<file path="config.mk">
export PLATFORM = sky130hd
export DESIGN_NAME = wmmg_col_cell
export DESIGN_NICKNAME = d
export VERILOG_FILES = /design/src/hw/rtl/wmmg_pkg.sv /design/src/hw/rtl/wmmg_col_cell.sv
export SDC_FILE = /design/constraint.sdc
export NUM_CORES = 1
export LEC_CHECK = 0
export BUFFER_PORTS_ARGS = -buffer_cell sky130_fd_sc_hd__buf_2
export CORE_UTILIZATION = 38
export DETAILED_ROUTE_END_ITERATION = 6
export GPL_TIMING_DRIVEN = 0
export PLACE_DENSITY = 0.85
export RECOVER_POWER = 50
export SLEW_MARGIN = 15
export SYNTH_ARGS = -nofsm -noshare
export SYNTH_HDL_FRONTEND = slang
export SYNTH_SLANG_ARGS = --single-unit
export TNS_END_PERCENT = 30
</file>
<file path="constraint.sdc">
create_clock -name clk -period 0.8 [get_ports clk]
set_input_delay 0.12 -clock clk [delete_from_list [all_inputs] [get_ports clk]]
set_output_delay 0.12 -clock clk [all_outputs]
set_load 0.005 [all_outputs]
</file>
<file path="src/hw/rtl/wmmg_pkg.sv">
// Shared types, constants and small sort helpers for the 3x3 window filter.
package wmmg_pkg;

  localparam int MaxWidth  = 1024;
  localparam int MaxHeight = 1024;
  localparam int ColW      = $clog2(MaxWidth);
  localparam int RowW      = $clog2(MaxHeight);
  localparam int DimW      = 11;
  localparam int PixW      = 8;

  localparam logic [DimW-1:0] WidthReset  = DimW'(640);
  localparam logic [DimW-1:0] HeightReset = DimW'(480);
  localparam logic [DimW-1:0] DimMin      = DimW'(3);

  // register index, taken from paddr[2]
  localparam logic RegWidth  = 1'b0;
  localparam logic RegHeight = 1'b1;

  // ceil(2^16 / 9): exact floor division of sums up to 2295
  localparam logic [12:0] RecipNine = 13'd7282;

  typedef logic [PixW-1:0] pix_t;

  typedef struct packed {
    pix_t top;
    pix_t mid;
    pix_t bot;
  } col_t;

  typedef struct packed {
    logic [RowW-1:0] row;
    logic [ColW-1:0] col;
    logic            border;
    logic            last;
  } pos_t;

  function automatic pix_t min2(input pix_t a, input pix_t b);
    return (a < b) ? a : b;
  endfunction

  function automatic pix_t max2(input pix_t a, input pix_t b);
    return (a < b) ? b : a;
  endfunction

  function automatic pix_t min3(input pix_t a, input pix_t b, input pix_t c);
    return min2(min2(a, b), c);
  endfunction

  function automatic pix_t max3(input pix_t a, input pix_t b, input pix_t c);
    return max2(max2(a, b), c);
  endfunction

  function automatic pix_t med3(input pix_t a, input pix_t b, input pix_t c);
    return max2(min2(a, b), min2(max2(a, b), c));
  endfunction

endpackage

</file>
<file path="src/hw/rtl/wmmg_col_cell.sv">
// One window column cell: holds three vertically stacked pixels, shifts left.
module wmmg_col_cell (
  input  logic               clk,
  input  logic               en,
  input  wmmg_pkg::col_t     d,
  output wmmg_pkg::col_t     q
);

  always_ff @(posedge clk) begin
    if (en) begin
      q <= d;
    end
  end

endmodule

</file>
==> impl_metrics.json <==
{
  "slew_headroom_pct": 61.86,
  "area_growth_pct": 74.83,
  "ios": 50,
  "die_x_um": 45.55,
  "multi_input_area_um2": 0,
  "utilization_pct": 72.19,
  "finalWeightedCongestion": 0.6286,
  "grt_pass1_vias": 495,
  "power.density_mw_per_mm2": 1827,
  "ys_ff_latch": 24,
  "overflow": 0,
  "grtUsageTotal_pct": 18.49,
  "antenna_found_initial": 0,
  "synthCells": 24,
  "postRouteAntennaNets": 0,
  "postSynth.asyncResetShare_pct": 0,
  "hp-class": "in2reg",
  "tns_ps": -3306,
  "hold_ws_ps": 440.7,
  "max_stage_delay_ps": 420,
  "wl_per_cell_um": 14.22,
  "vias": 552,
  "largest_register_ff_count": 24,
  "cp-start-kind": "flop",
  "htreeDepth": 1,
  "clkSlewWorstSetupHoldPaths_ps": 120,
  "core_area_mm2": 0.001745,
  "path_cells": "buf_2",
  "viasPerCell": 4.416,
  "clock-sinks": 24,
  "slowest_stage": "edfxtp_1",
  "violations": "negative setup slack",
  "critPathTopFamily": "flip-flops",
  "synth_common_cells": "24 x edfxtp_1",
  "worst_slack_ps": -185.9,
  "grt_first_pass_wirelength_mm": 2.435,
  "route.detailed.drc": 0,
  "grt_max_degree": 25,
  "yosysMostFrequentCell": "edfxtp_1",
  "yosys-top-cells-area": "edfxtp_1 100%",
  "multi_input_cells": 0,
  "synth_edf_count": 24,
  "pre_cts_ws_ps": -125.8,
  "fp.dieH_um": 45.55,
  "regMostFlops": "q",
  "top_regs": "q: 24 flops",
  "ys_seq_area_share_pct": 100.0,
  "start_util_pct": 41.29,
  "period_share_pct": 123.2,
  "synth_nets": 50,
  "port_buffers": 49,
  "crit_arrival_ps": 870,
  "worstPathRequired_ps": 680,
  "endpoint_kind": "output port",
  "syn-cell-area_um2": 720.7,
  "crit_type": "reg2out",
  "final-hold-violation-count": 0,
  "maxCapViolCount": 0,
  "vdd_drop_max_v": 0.001420,
  "post_cts_buffers": 0,
  "rsz0062_at_grt": "yes",
  "fin_crit_ps": 985.9,
  "drv_slew": 0,
  "cp_num_buf_inv": 1,
  "drive_gt1_share_pct": 52.00,
  "ys_types": 1,
  "setup_viol": 24,
  "ys_warn_count": 0,
  "power_leakage_nw": 0.5419,
  "syn_avg_cell_area_um2": 30.03,
  "synth_flop_cell": "edfxtp_1",
  "drt-total-wl_mm": 1.777,
  "tightest_slew_ps": 572.1,
  "antenna_cells": 0,
  "worstPathMaxFanout": 1,
  "yosys.area.top_type": "edfxtp_1",
  "max_freq_mhz": 1014,
  "status": "complete, but fails checks",
  "rows": 15,
  "first_pass_iters": 6,
  "cts.path.max_buffers": 2,
  "synth_top_area_share_pct": 100.0,
  "final_nets": 128,
  "cts_resized": 0,
  "tritoncts": "yes",
  "fp.dieArea_mm2": 0.002075,
  "cts_buffers": 3,
  "drt_iter0_drc": 6,
  "root_buffer": "clkbuf_4"
}
-- where the power goes --
group	internal (mW)	total [mW]	switching [mW]
combinational	0.178	0.283	0.105
sequential	1.49	1.52	0.0268
clock	0.175	0.500	0.324
total	1.85	2.30	0.456
-- placed cells by master, fill, tap and decap left out --
cell type | synthesis | layout
buf_2 | 0 | 48
clkbuf_2 | 0 | 1
clkbuf_4 | 0 | 3
dlygate4sd3_1 | 0 | 24
edfxtp_1 | 24 | 24
-- routing by layer --
| layer | GRT usage, % | routed length, µm | vias up |
|---|---|---|---|
| li1 | - | - | 250 |
| met1 | 22.40 | 652 | 268 |
| met2 | 29.14 | 967 | 28 |
| met3 | 4.365 | 82 | 6 |
| met4 | 12.73 | 74 | 0 |
| met5 | 0 | 0 | - |
-- cells by family (layout without fill, tap and decap cells) --
kind of cell	after synthesis	count (layout)	share of synthesized area, %
DFF	24	24	100.0
buffers and inverters	0	76	0
-- through the flow --
step / power, mW / cells / instance area (µm²)
6_report: 2.302 / 125 / 1260
5_1_grt: 2.392 / 125 / 1260
4_1_cts: 2.274 / 121 / 1220
3_5_place_dp: 1.731 / 98 / 997.2
3_3_place_gp: 1.719 / 98 / 997.2
2_1_floorplan: 1.561 / 24 / 720.7
-- worst paths after layout --
path | from | cells past startpoint | endpoint | slack, ps
max | q[11] | 1 | q[11] | -190
min | en | 1 | q[13] | 440
-- what timing repair did --
action | CTS | global route
endpoints found under the hold margin | 20 | 4
pin swaps | 0 | 0
hold buffers | 20 | 4
endpoints found under the setup margin | 24 | 24
-- cell type report --
cell class / instances / area [µm²]
tap: 25 / 31.28
sequential: 24 / 720.7
clock buffer: 3 / 22.52
fill: 126 / 485.5
timing repair buffer: 73 / 485.5
Note: power is estimated with default switching activity, not from simulation.
