$ cat src/hw/rtl/wmmg_pkg.sv
// Shared types, constants and small sort helpers for the 3x3 window filter.
package wmmg_pkg;

  localparam int MaxWidth  = 1024;
  localparam int MaxHeight = 1024;
  localparam int ColW      = $clog2(MaxWidth);
  localparam int RowW      = $clog2(MaxHeight);
  localparam int DimW      = 11;
  localparam int PixW      = 8;

  localparam logic [DimW-1:0] WidthReset  = DimW'(640);
  localparam logic [DimW-1:0] HeightReset = DimW'(480);
  localparam logic [DimW-1:0] DimMin      = DimW'(3);

  // register index, taken from paddr[2]
  localparam logic RegWidth  = 1'b0;
  localparam logic RegHeight = 1'b1;

  // ceil(2^16 / 9): exact floor division of sums up to 2295
  localparam logic [12:0] RecipNine = 13'd7282;

  typedef logic [PixW-1:0] pix_t;

  typedef struct packed {
    pix_t top;
    pix_t mid;
    pix_t bot;
  } col_t;

  typedef struct packed {
    logic [RowW-1:0] row;
    logic [ColW-1:0] col;
    logic            border;
    logic            last;
  } pos_t;

  function automatic pix_t min2(input pix_t a, input pix_t b);
    return (a < b) ? a : b;
  endfunction

  function automatic pix_t max2(input pix_t a, input pix_t b);
    return (a < b) ? b : a;
  endfunction

  function automatic pix_t min3(input pix_t a, input pix_t b, input pix_t c);
    return min2(min2(a, b), c);
  endfunction

  function automatic pix_t max3(input pix_t a, input pix_t b, input pix_t c);
    return max2(max2(a, b), c);
  endfunction

  function automatic pix_t med3(input pix_t a, input pix_t b, input pix_t c);
    return max2(min2(a, b), min2(max2(a, b), c));
  endfunction

endpackage

$ cat src/hw/rtl/wmmg_sort_cell.sv
// Registered three-input sorter cell used on each window row.
module wmmg_sort_cell (
  input  logic             clk,
  input  logic             en,
  input  wmmg_pkg::pix_t   a,
  input  wmmg_pkg::pix_t   b,
  input  wmmg_pkg::pix_t   c,
  output wmmg_pkg::pix_t   lo,
  output wmmg_pkg::pix_t   md,
  output wmmg_pkg::pix_t   hi
);

  always_ff @(posedge clk) begin
    if (en) begin
      lo <= wmmg_pkg::min3(a, b, c);
      md <= wmmg_pkg::med3(a, b, c);
      hi <= wmmg_pkg::max3(a, b, c);
    end
  end

endmodule

$ cat config.mk
export PLATFORM = sky130hd
export DESIGN_NAME = wmmg_sort_cell
export DESIGN_NICKNAME = d
export VERILOG_FILES = /design/src/hw/rtl/wmmg_pkg.sv /design/src/hw/rtl/wmmg_sort_cell.sv
export SDC_FILE = /design/constraint.sdc
export NUM_CORES = 1
export LEC_CHECK = 0
export BUFFER_PORTS_ARGS = -buffer_cell sky130_fd_sc_hd__buf_2
export CORE_MARGIN = 1
export CORE_UTILIZATION = 45
export CTS_CLUSTER_SIZE = 28
export DETAILED_ROUTE_END_ITERATION = 6
export GPL_TIMING_DRIVEN = 1
export HOLD_SLACK_MARGIN = 0.1
export PLACE_DENSITY_LB_ADDON = 0.25
export SLEW_MARGIN = 10
export SYNTH_ARGS = -nofsm -noshare
export SYNTH_HDL_FRONTEND = slang
export SYNTH_SLANG_ARGS = --single-unit
$ cat constraint.sdc
create_clock -name clk -period 5.33 [get_ports clk]
set_clock_uncertainty 0.1 [all_clocks]
set_input_delay 0.7995 -clock clk [delete_from_list [all_inputs] [get_ports clk]]
set_output_delay 0.7995 -clock clk [all_outputs]
set_load 0.05 [all_outputs]
==> results of run 1 <==
## per-layer routing
metal	up-vias	wire length (µm)	part of all wire (%)	GRT usage, %
met5	-	0	0	0
met4	0	71	1.6	6.89
met1	769	2140	47	26.0
met3	6	158	3.5	1.64
li1	854	-	-	-
met2	49	2180	48	34.0
## final cells by class
cell class,count,area [µm²],share of cell area (%)
clock buffers,3,41.3,1.52
inverters,25,93.8,3.45
multi-input cells,127,1210,44.5
flip-flops and latches,24,721,26.5
well taps,50,62.6,2.30
repair buffers,93,588,21.6
## cells in the final DEF (no fill, tap or decap), drive strengths merged, types with 2 or more instances in the layout
cell,count
inv,25
nand4,3
a21oi,11
a31oi,2
mux2,21
buf,93
ha,28
nand2,3
o21ai,6
a21o,4
nand2b,3
clkbuf,3
o21a,2
edfxtp,24
nor2,6
mux2i,23
nand3,2
## sequential cells by signal, summed over array words and instances (netlist names)
signal,cells
hi,8
lo,8
md,8
## what timing repair did
action                     in CTS  in global routing
setup endpoints to repair       0                  8
hold buffers                    0                  0
resized for setup               0                  9
setup buffers                   0                  6
hold endpoints to repair        0                  0
## report_power, final
part	switching (mW)	internal, mW
logic	0.306	0.223
registers	0.00719	0.258
clock network	0.0559	0.0505
total	0.369	0.531
## path summary, 6_finish.rpt
check,end,slack [ns],cells after the start
max,md[3]$_DFFE_PP_,0.21,23
min,hi[2]$_DFFE_PP_,0.77,2
## cells by family (layout without fill, tap and decap cells)
group	Yosys count	after routing	share of synthesized area, %
DFF	24	24	35.8
and+or+nand+nor	23	23	5.96
muxes	44	44	23.2
adders and majority gates	28	28	17.4
AOI/OAI and AO/OA	32	32	12.2
buffers and inverters	28	121	5.52
==> results, run 1 <==
- The layout-stage area growth over the synthesis result is 34.8%.
- The type of the most critical hold path is input port to register.
- The smallest hold slack is a little under 0.8 ns.
- The number of standard cells in the final layout excluding fillers is roughly 320.
- The count of nets left with antenna violations once routing finished came out at 0.
- The top cell type by total area after synthesis is edfxtp_1.
- The share of synthesized area in the top cell type comes to a little over a third.
- In this run the most critical hold path is launched from c[2].
- The number of instances in the placed design is around 310.
- The number of global-route vias before repair came to around 1.6k.
- The standard-cell row count is 23.
- Yosys attributes the largest share of cell area to edfxtp_1 (36%), ha_1 (17%), mux2_2 (12%).
- Ranked by instance count, the synthesized netlist is headed by ha_1 (28), inv_1 (25), edfxtp_1 (24).
- The final route contains between 1.5k and 2k vias.
- After synthesis, the share of flip-flops with an asynchronous set or reset is 0%.
- The initial antenna violation count is 0.
- The TritonCTS sink count is 24.
- Each instance of the synthesized netlist takes up on average around 11 µm².
- For this configuration, the core starts out at a cell density of about half.
- The flow ran to the end, and the final reports show no timing, DRC or antenna violations.
- The number of primary I/O pins is 50.
- The CTS tree is built.
- After technology mapping, the gate count stands at between 150 and 200.
- The tree is rooted in a clkbuf_8.
- The most common cell in the synthesized netlist is ha_1.
- Setup violations remaining at the end of the flow were counted as 0.
- Summed over all layers, the routed wires come to roughly 4600 µm.
- The die outline height is roughly 69 µm.
- With fillers left out, the area of the finished cells amounts to 2720 µm².
- The leading register cell type out of synthesis is edfxtp_1.
- The critical path goes through buf_2 -> ha_1 -> a21o_1 -> a21oi_2 -> o211ai_2 -> nand2_2 -> buf_4 -> mux2_2 -> ha_1 -> nand4_1 -> a21oi_2 -> a21oi_2 -> a31oi_4 -> buf_4 -> mux2i_1 -> ha_1 -> nor2b_1 -> o21ai_0 -> nand3b_1 -> nor2_1 -> a31o_2 -> buf_12 -> mux2i_1.
- When the netlist entered floorplanning its net count stood at between 200 and 250.
- The final-stage net count is roughly 330.
- The slowest library cell on the worst path is mux2_2.
- The highest clock frequency the design can meet is about 200 MHz.
- The first detailed-routing pass took 4 iterations.
- The category of the worst setup path launch point is an input port.
- The beginning of the critical path is a[6].
- Counting flops with a built-in enable in the synthesized netlist gives 24.
- The clock passes through at most 2 buffers.
- The detail-routed via count per cell is roughly 5.2.
- The die covers roughly 4800 µm².
- The critical path data required time is around 5.3 ns.
- Measured against its own limit, the worst slew margin works out to about 63%.
- The analysis attributes to cell leakage a power of about 1.4 nW.
- The total overflow left after global routing is 0.
- The detailed router finished its first iteration with 109 violations.
- After clock tree synthesis, the clock-pin slew on the worst setup and hold paths is about 0.08 ns.
- The number of distinct library cell variants in the gate-level netlist after synthesis is 31.
- Cells fill around 66% of the core in the end.
- The delay of the slowest critical-path stage is approximately 0.38 ns.
- The post-route netlist has between 40% and 50% of its cells at a drive strength greater than 1.
- Prior to clock tree synthesis, the placed netlist has a worst setup slack of -0.219 ns.
- The H-tree level count is 1.
- Entering global routing, the biggest net connects 25 pins.
- Counting the fill cells in the layout gives between 300 and 400.
- The final critical-path setup slack is roughly 0.21 ns.
- The arrival time of the worst setup path is just over 5 ns.
- By startpoint and endpoint, the worst setup path is classified as input port to register.
- The count of buffers added on input and output ports is 49.
- The placed cell area is roughly 2600 µm².
- The count of synthesis-stage warnings from yosys is 0.
- Together, buffers and inverters on the worst path number 4.
- The kind of cell adding the most delay to the critical path is compound AO/OA/AOI/OAI gates.
- The worst path in the final design needs a cycle of 5.12 ns, including I/O delays and setup.
- The worst-case IR drop observed on VDD is between 100 and 150 µV.
- The number of endpoints with negative hold slack in the final report is 0.
- The routability-driven placement congestion ratio is 0.847.
- The power density normalized to cell area is ~330 nW/µm².
- The floorplan step defined a core boundary enclosing between 4000 and 5000 µm².
- Of all nets on the critical path, the largest fanout is 8.
- In this run the horizontal extent of the chip is just under 70 µm.
- The average routed wire per standard cell is between 10 and 15 µm.
- Clock tree synthesis inserted a total of 3 buffers.
- The sequential-to-total area share from yosys stat is 35.8%.
- The flop and latch count out of synthesis is 24.
- The critical path endpoint category is a register.
- Summing every instance area after synthesis gives 2020 µm².
- The max-cap check violation count is 0.
- The final period utilization is between 90% and 100%.
- The count of final max-slew check failures is 0.
- In the final timing run, aggregate negative setup slack is 0 ns.
- The global-route wire length before repair is ~7000 µm.
- After legalization and detailed placement, the total HPWL measured between 3000 and 4000 µm.
- The final antenna diode count is 0.
- After detailed routing, the number of remaining DRC violations is 0.
- Power comes to 0.900 mW.
- For the pin with the worst max-slew slack, the measured transition is ~0.55 ns.
- Global routing consumed, over all layers together, about a fifth of the routing resources.
No activity file was read; power rests on OpenSTA's default activity.
==> run 2, diff against run 1 <==
==> constraint.sdc (replaced) <==
create_clock -name clk -period 5.33 [get_ports clk]
set_clock_uncertainty 0.1 [all_clocks]
set_input_delay 1.599 -clock clk [delete_from_list [all_inputs] [get_ports clk]]
set_output_delay 1.599 -clock clk [all_outputs]
set_load 0.05 [all_outputs]
==> run 2 against run 1 <==
Die area stayed put. Power is 18% higher. The flow now finishes with violations (setup timing). Highest routed layer unchanged. Hold slack better by 0.78 ns. Non-clock buffer count is 23 higher. Global-route usage is 4.8 points higher. Count of clock-buffer cells in the layout stayed put.
==> results, run 2 (same netlist as run 1, synthesis figures left out) <==
- Status: finished, violations left (was finished, final reports clean).
- The final reports fail on setup timing.
- The maximum number of pins on one net before global-route repair is 25 (unchanged).
- The sequential cell area is 721 µm² (unchanged).
- The number of buffers created by CTS is 3 (unchanged).
- The number of endpoints with negative hold slack in the final report is 0 (unchanged).
- The TritonCTS sink count was 24 (unchanged).
- The final design instance area without fill was 3240 µm² (was 2720 µm²).
- The die outline height is 68.9 µm (unchanged).
- The number of fill cells is 258 (was 355).
- The final critical-path setup slack is -0.433 ns (was 0.207 ns).
- The CTS tree is built (unchanged).
- The arrival time of the worst setup path is 5.68 ns (was 5.13 ns).
- The power density normalized to cell area is 327 nW/µm² (was 331 nW/µm²).
- The number of standard cells in the final layout excluding fillers is 347 (was 322).
- The hold-critical path endpoint is hi[1]$_DFFE_PP_ (was hi[2]$_DFFE_PP_).
- The initial DRC count is 82 (was 109).
- The routability-driven placement congestion ratio is 0.879 (was 0.847).
- The H-tree level count was 1 (unchanged).
- The highest clock frequency the design can meet came to 174 MHz (was 195 MHz).
- The placed cell area is 2760 µm² (was 2600 µm²).
- The count of final max-slew check failures is 0 (unchanged).
- The placeable core region came to 4140 µm² (unchanged).
- The share of post-route cells with drive strength above 1 is 61.3% (was 47.8%).
- The initial antenna violation count is 0 (unchanged).
- The number of buffers between clock root and the deepest sink came to 2 (unchanged).
- The post-layout minimum cycle time is 5.76 ns (was 5.12 ns).
- The delay of the slowest critical-path stage is 0.32 ns (was 0.38 ns).
- The final-stage net count is 352 (was 328).
- The category of the worst setup path launch point is an input port (unchanged).
- The aggregate global routing overflow came to 0 (unchanged).
- The number of primary I/O pins is 50 (unchanged).
- The number of global-route vias before repair is 1916 (was 1613).
- The global-route wire length before repair is 8560 µm (was 6980 µm).
- The critical path endpoint category is a register (unchanged).
- The clock transition at the registers of the reported paths is 0.09 ns (was 0.08 ns).
- The final routed DRC violation total is 0 (unchanged).
- The slew of the pin with the lowest slew margin came to 0.522 ns (was 0.550 ns).
- The slowest library cell on the worst path is a211oi_2 (was mux2_2).
- The number of nets still failing antenna checks after routing came to 0 (unchanged).
- The peak fanout along the critical path is 8 (unchanged).
- The number of cells on the worst hold path is 2 (unchanged).
- The starting density of the core is 48.6% (unchanged).
- The path type of the worst setup path is input port to register (unchanged).
- The worst setup slack before clock tree synthesis came to -0.775 ns (was -0.219 ns).
- The final antenna diode count is 0 (unchanged).
- The count of port buffers added during placement is 49 (unchanged).
- The tightest slew margin relative to the limit was 65.2% (was 63.3%).
- The die area is 4750 µm² (unchanged).
- The total power was 1.06 mW (was 0.900 mW).
- Setup repair after global routing could not meet its margin everywhere.
- The area of the multi-input gates is 1450 µm² (was 1210 µm²).
- The library cell used as clock root buffer is clkbuf_8 (unchanged).
- The critical path data required time came to 5.25 ns (was 5.34 ns).
- The smallest hold slack came to 1.55 ns (was 0.769 ns).
- The post-DP HPWL is 3870 µm (was 3730 µm).
- The number of instances in the placed design is 316 (was 313).
- The final period utilization is 108% (was 96.1%).
- The max-cap check violation count came to 0 (unchanged).
- The total vias in the final route is 1876 (was 1678).
- Registers with the highest flip-flop counts: hi: 8 flops, lo: 8 flops, md: 8 flops (unchanged).
- The standard-cell row count came to 23 (unchanged).
- The type of the most critical hold path is input port to register (unchanged).
- The total wire length after detailed routing is 5720 µm (was 4560 µm).
- Series of cell instances along the critical path: buf_6 -> ha_4 -> o21a_1 -> o21ai_2 -> o211ai_2 -> nand2_4 -> buf_4 -> mux2_4 -> ha_4 -> a211oi_2 -> nand2b_1 -> a21oi_2 -> a31oi_4 -> buf_12 -> mux2i_4 -> ha_1 -> nand4_1 -> nor2_2 -> o21ai_1 -> nand3b_1 -> nor2_2 -> a31o_4 -> mux2i_1 (was buf_2 -> ha_1 -> a21o_1 -> a21oi_2 -> o211ai_2 -> nand2_2 -> buf_4 -> mux2_2 -> ha_1 -> nand4_1 -> a21oi_2 -> a21oi_2 -> a31oi_4 -> buf_4 -> mux2i_1 -> ha_1 -> nor2b_1 -> o21ai_0 -> nand3b_1 -> nor2_1 -> a31o_2 -> buf_12 -> mux2i_1).
- The most frequent standard cell in the layout excluding fill and tap cells was buf_4 (was buf_2).
- The final number of setup-violating endpoints is 8 (was 0).
- The layout-stage area growth over the synthesis result is 60.8% (was 34.8%).
- The end-of-flow core utilization is 78.2% (was 65.5%).
- The startpoint of the tightest hold check path is c[1] (was c[2]).
- The global-route usage over all layers came to 24.6% (was 19.8%).
- The leakage power summed over all cells came to 1.56 nW (was 1.38 nW).
- The first-pass iteration count of the detailed router is 4 (unchanged).
- Leading cell types in the layout, fill and taps excluded: buf_4 (62), buf_2 (42), edfxtp_1 (24) (was buf_2 (49), buf_4 (43), ha_1 (28)).
- The beginning of the critical path is a[2] (was a[6]).
- The setup total negative slack came to -3.36 ns (was 0 ns).
- The average routed wire per standard cell was 16.5 µm (was 14.1 µm).
- The width of the chip came to 68.9 µm (unchanged).
- The detail-routed via count per cell was 5.41 (was 5.21).
- The maximum ir drop on the vdd rail is 154 µV (was 128 µV).
## run 2: timing repair
item | in CTS | in global routing
endpoints found under the setup margin | 8 | 8
gates resized for setup | 25 | 22
cloned | 1 | 0
pin swaps | 26 | 21
setup buffers | 19 | 7
hold buffers | 0 | 0
## run 2: area by class of cell
type,count,share of cell area [%]
inverters,25,3.20
repair buffers,116,25.8
well taps,50,1.93
clock inverters,1,0.926
flip-flops and latches,24,22.2
multi-input cells,128,44.7
clock buffers,3,1.27
## run 2: worst max path at each step
stage	to	slack, ns	depth (start not counted)
floorplan	md[0]$_DFFE_PP_	-0.23	22
global placement	md[7]$_DFFE_PP_	-0.65	21
detailed placement	md[7]$_DFFE_PP_	-0.78	21
CTS	md[7]$_DFFE_PP_	-0.22	24
global route	md[7]$_DFFE_PP_	-0.63	23
finish	md[5]$_DFFE_PP_	-0.43	23
## run 2: where the power goes
part	switching (mW)	total [mW]	internal (mW)
clock network	0.0615	0.162	0.101
registers	0.00730	0.265	0.258
logic	0.350	0.632	0.283
total	0.419	1.06	0.641
## run 2: critical path: cells and delay by family
kind | cells | cell delay, ns
mux | 3 | 0.63
fa+ha+maj | 3 | 0.75
simple gates | 6 | 0.74
compound gates | 8 | 1.53
buf+inv | 3 | 0.43
## run 2: per-layer routing
layer	GRT usage [%]	part of all wire (%)	vias up
met5	0	0	-
met3	1.64	4.2	18
met1	28.8	41	884
met4	9.18	3.0	0
met2	46.1	52	69
li1	-	-	905
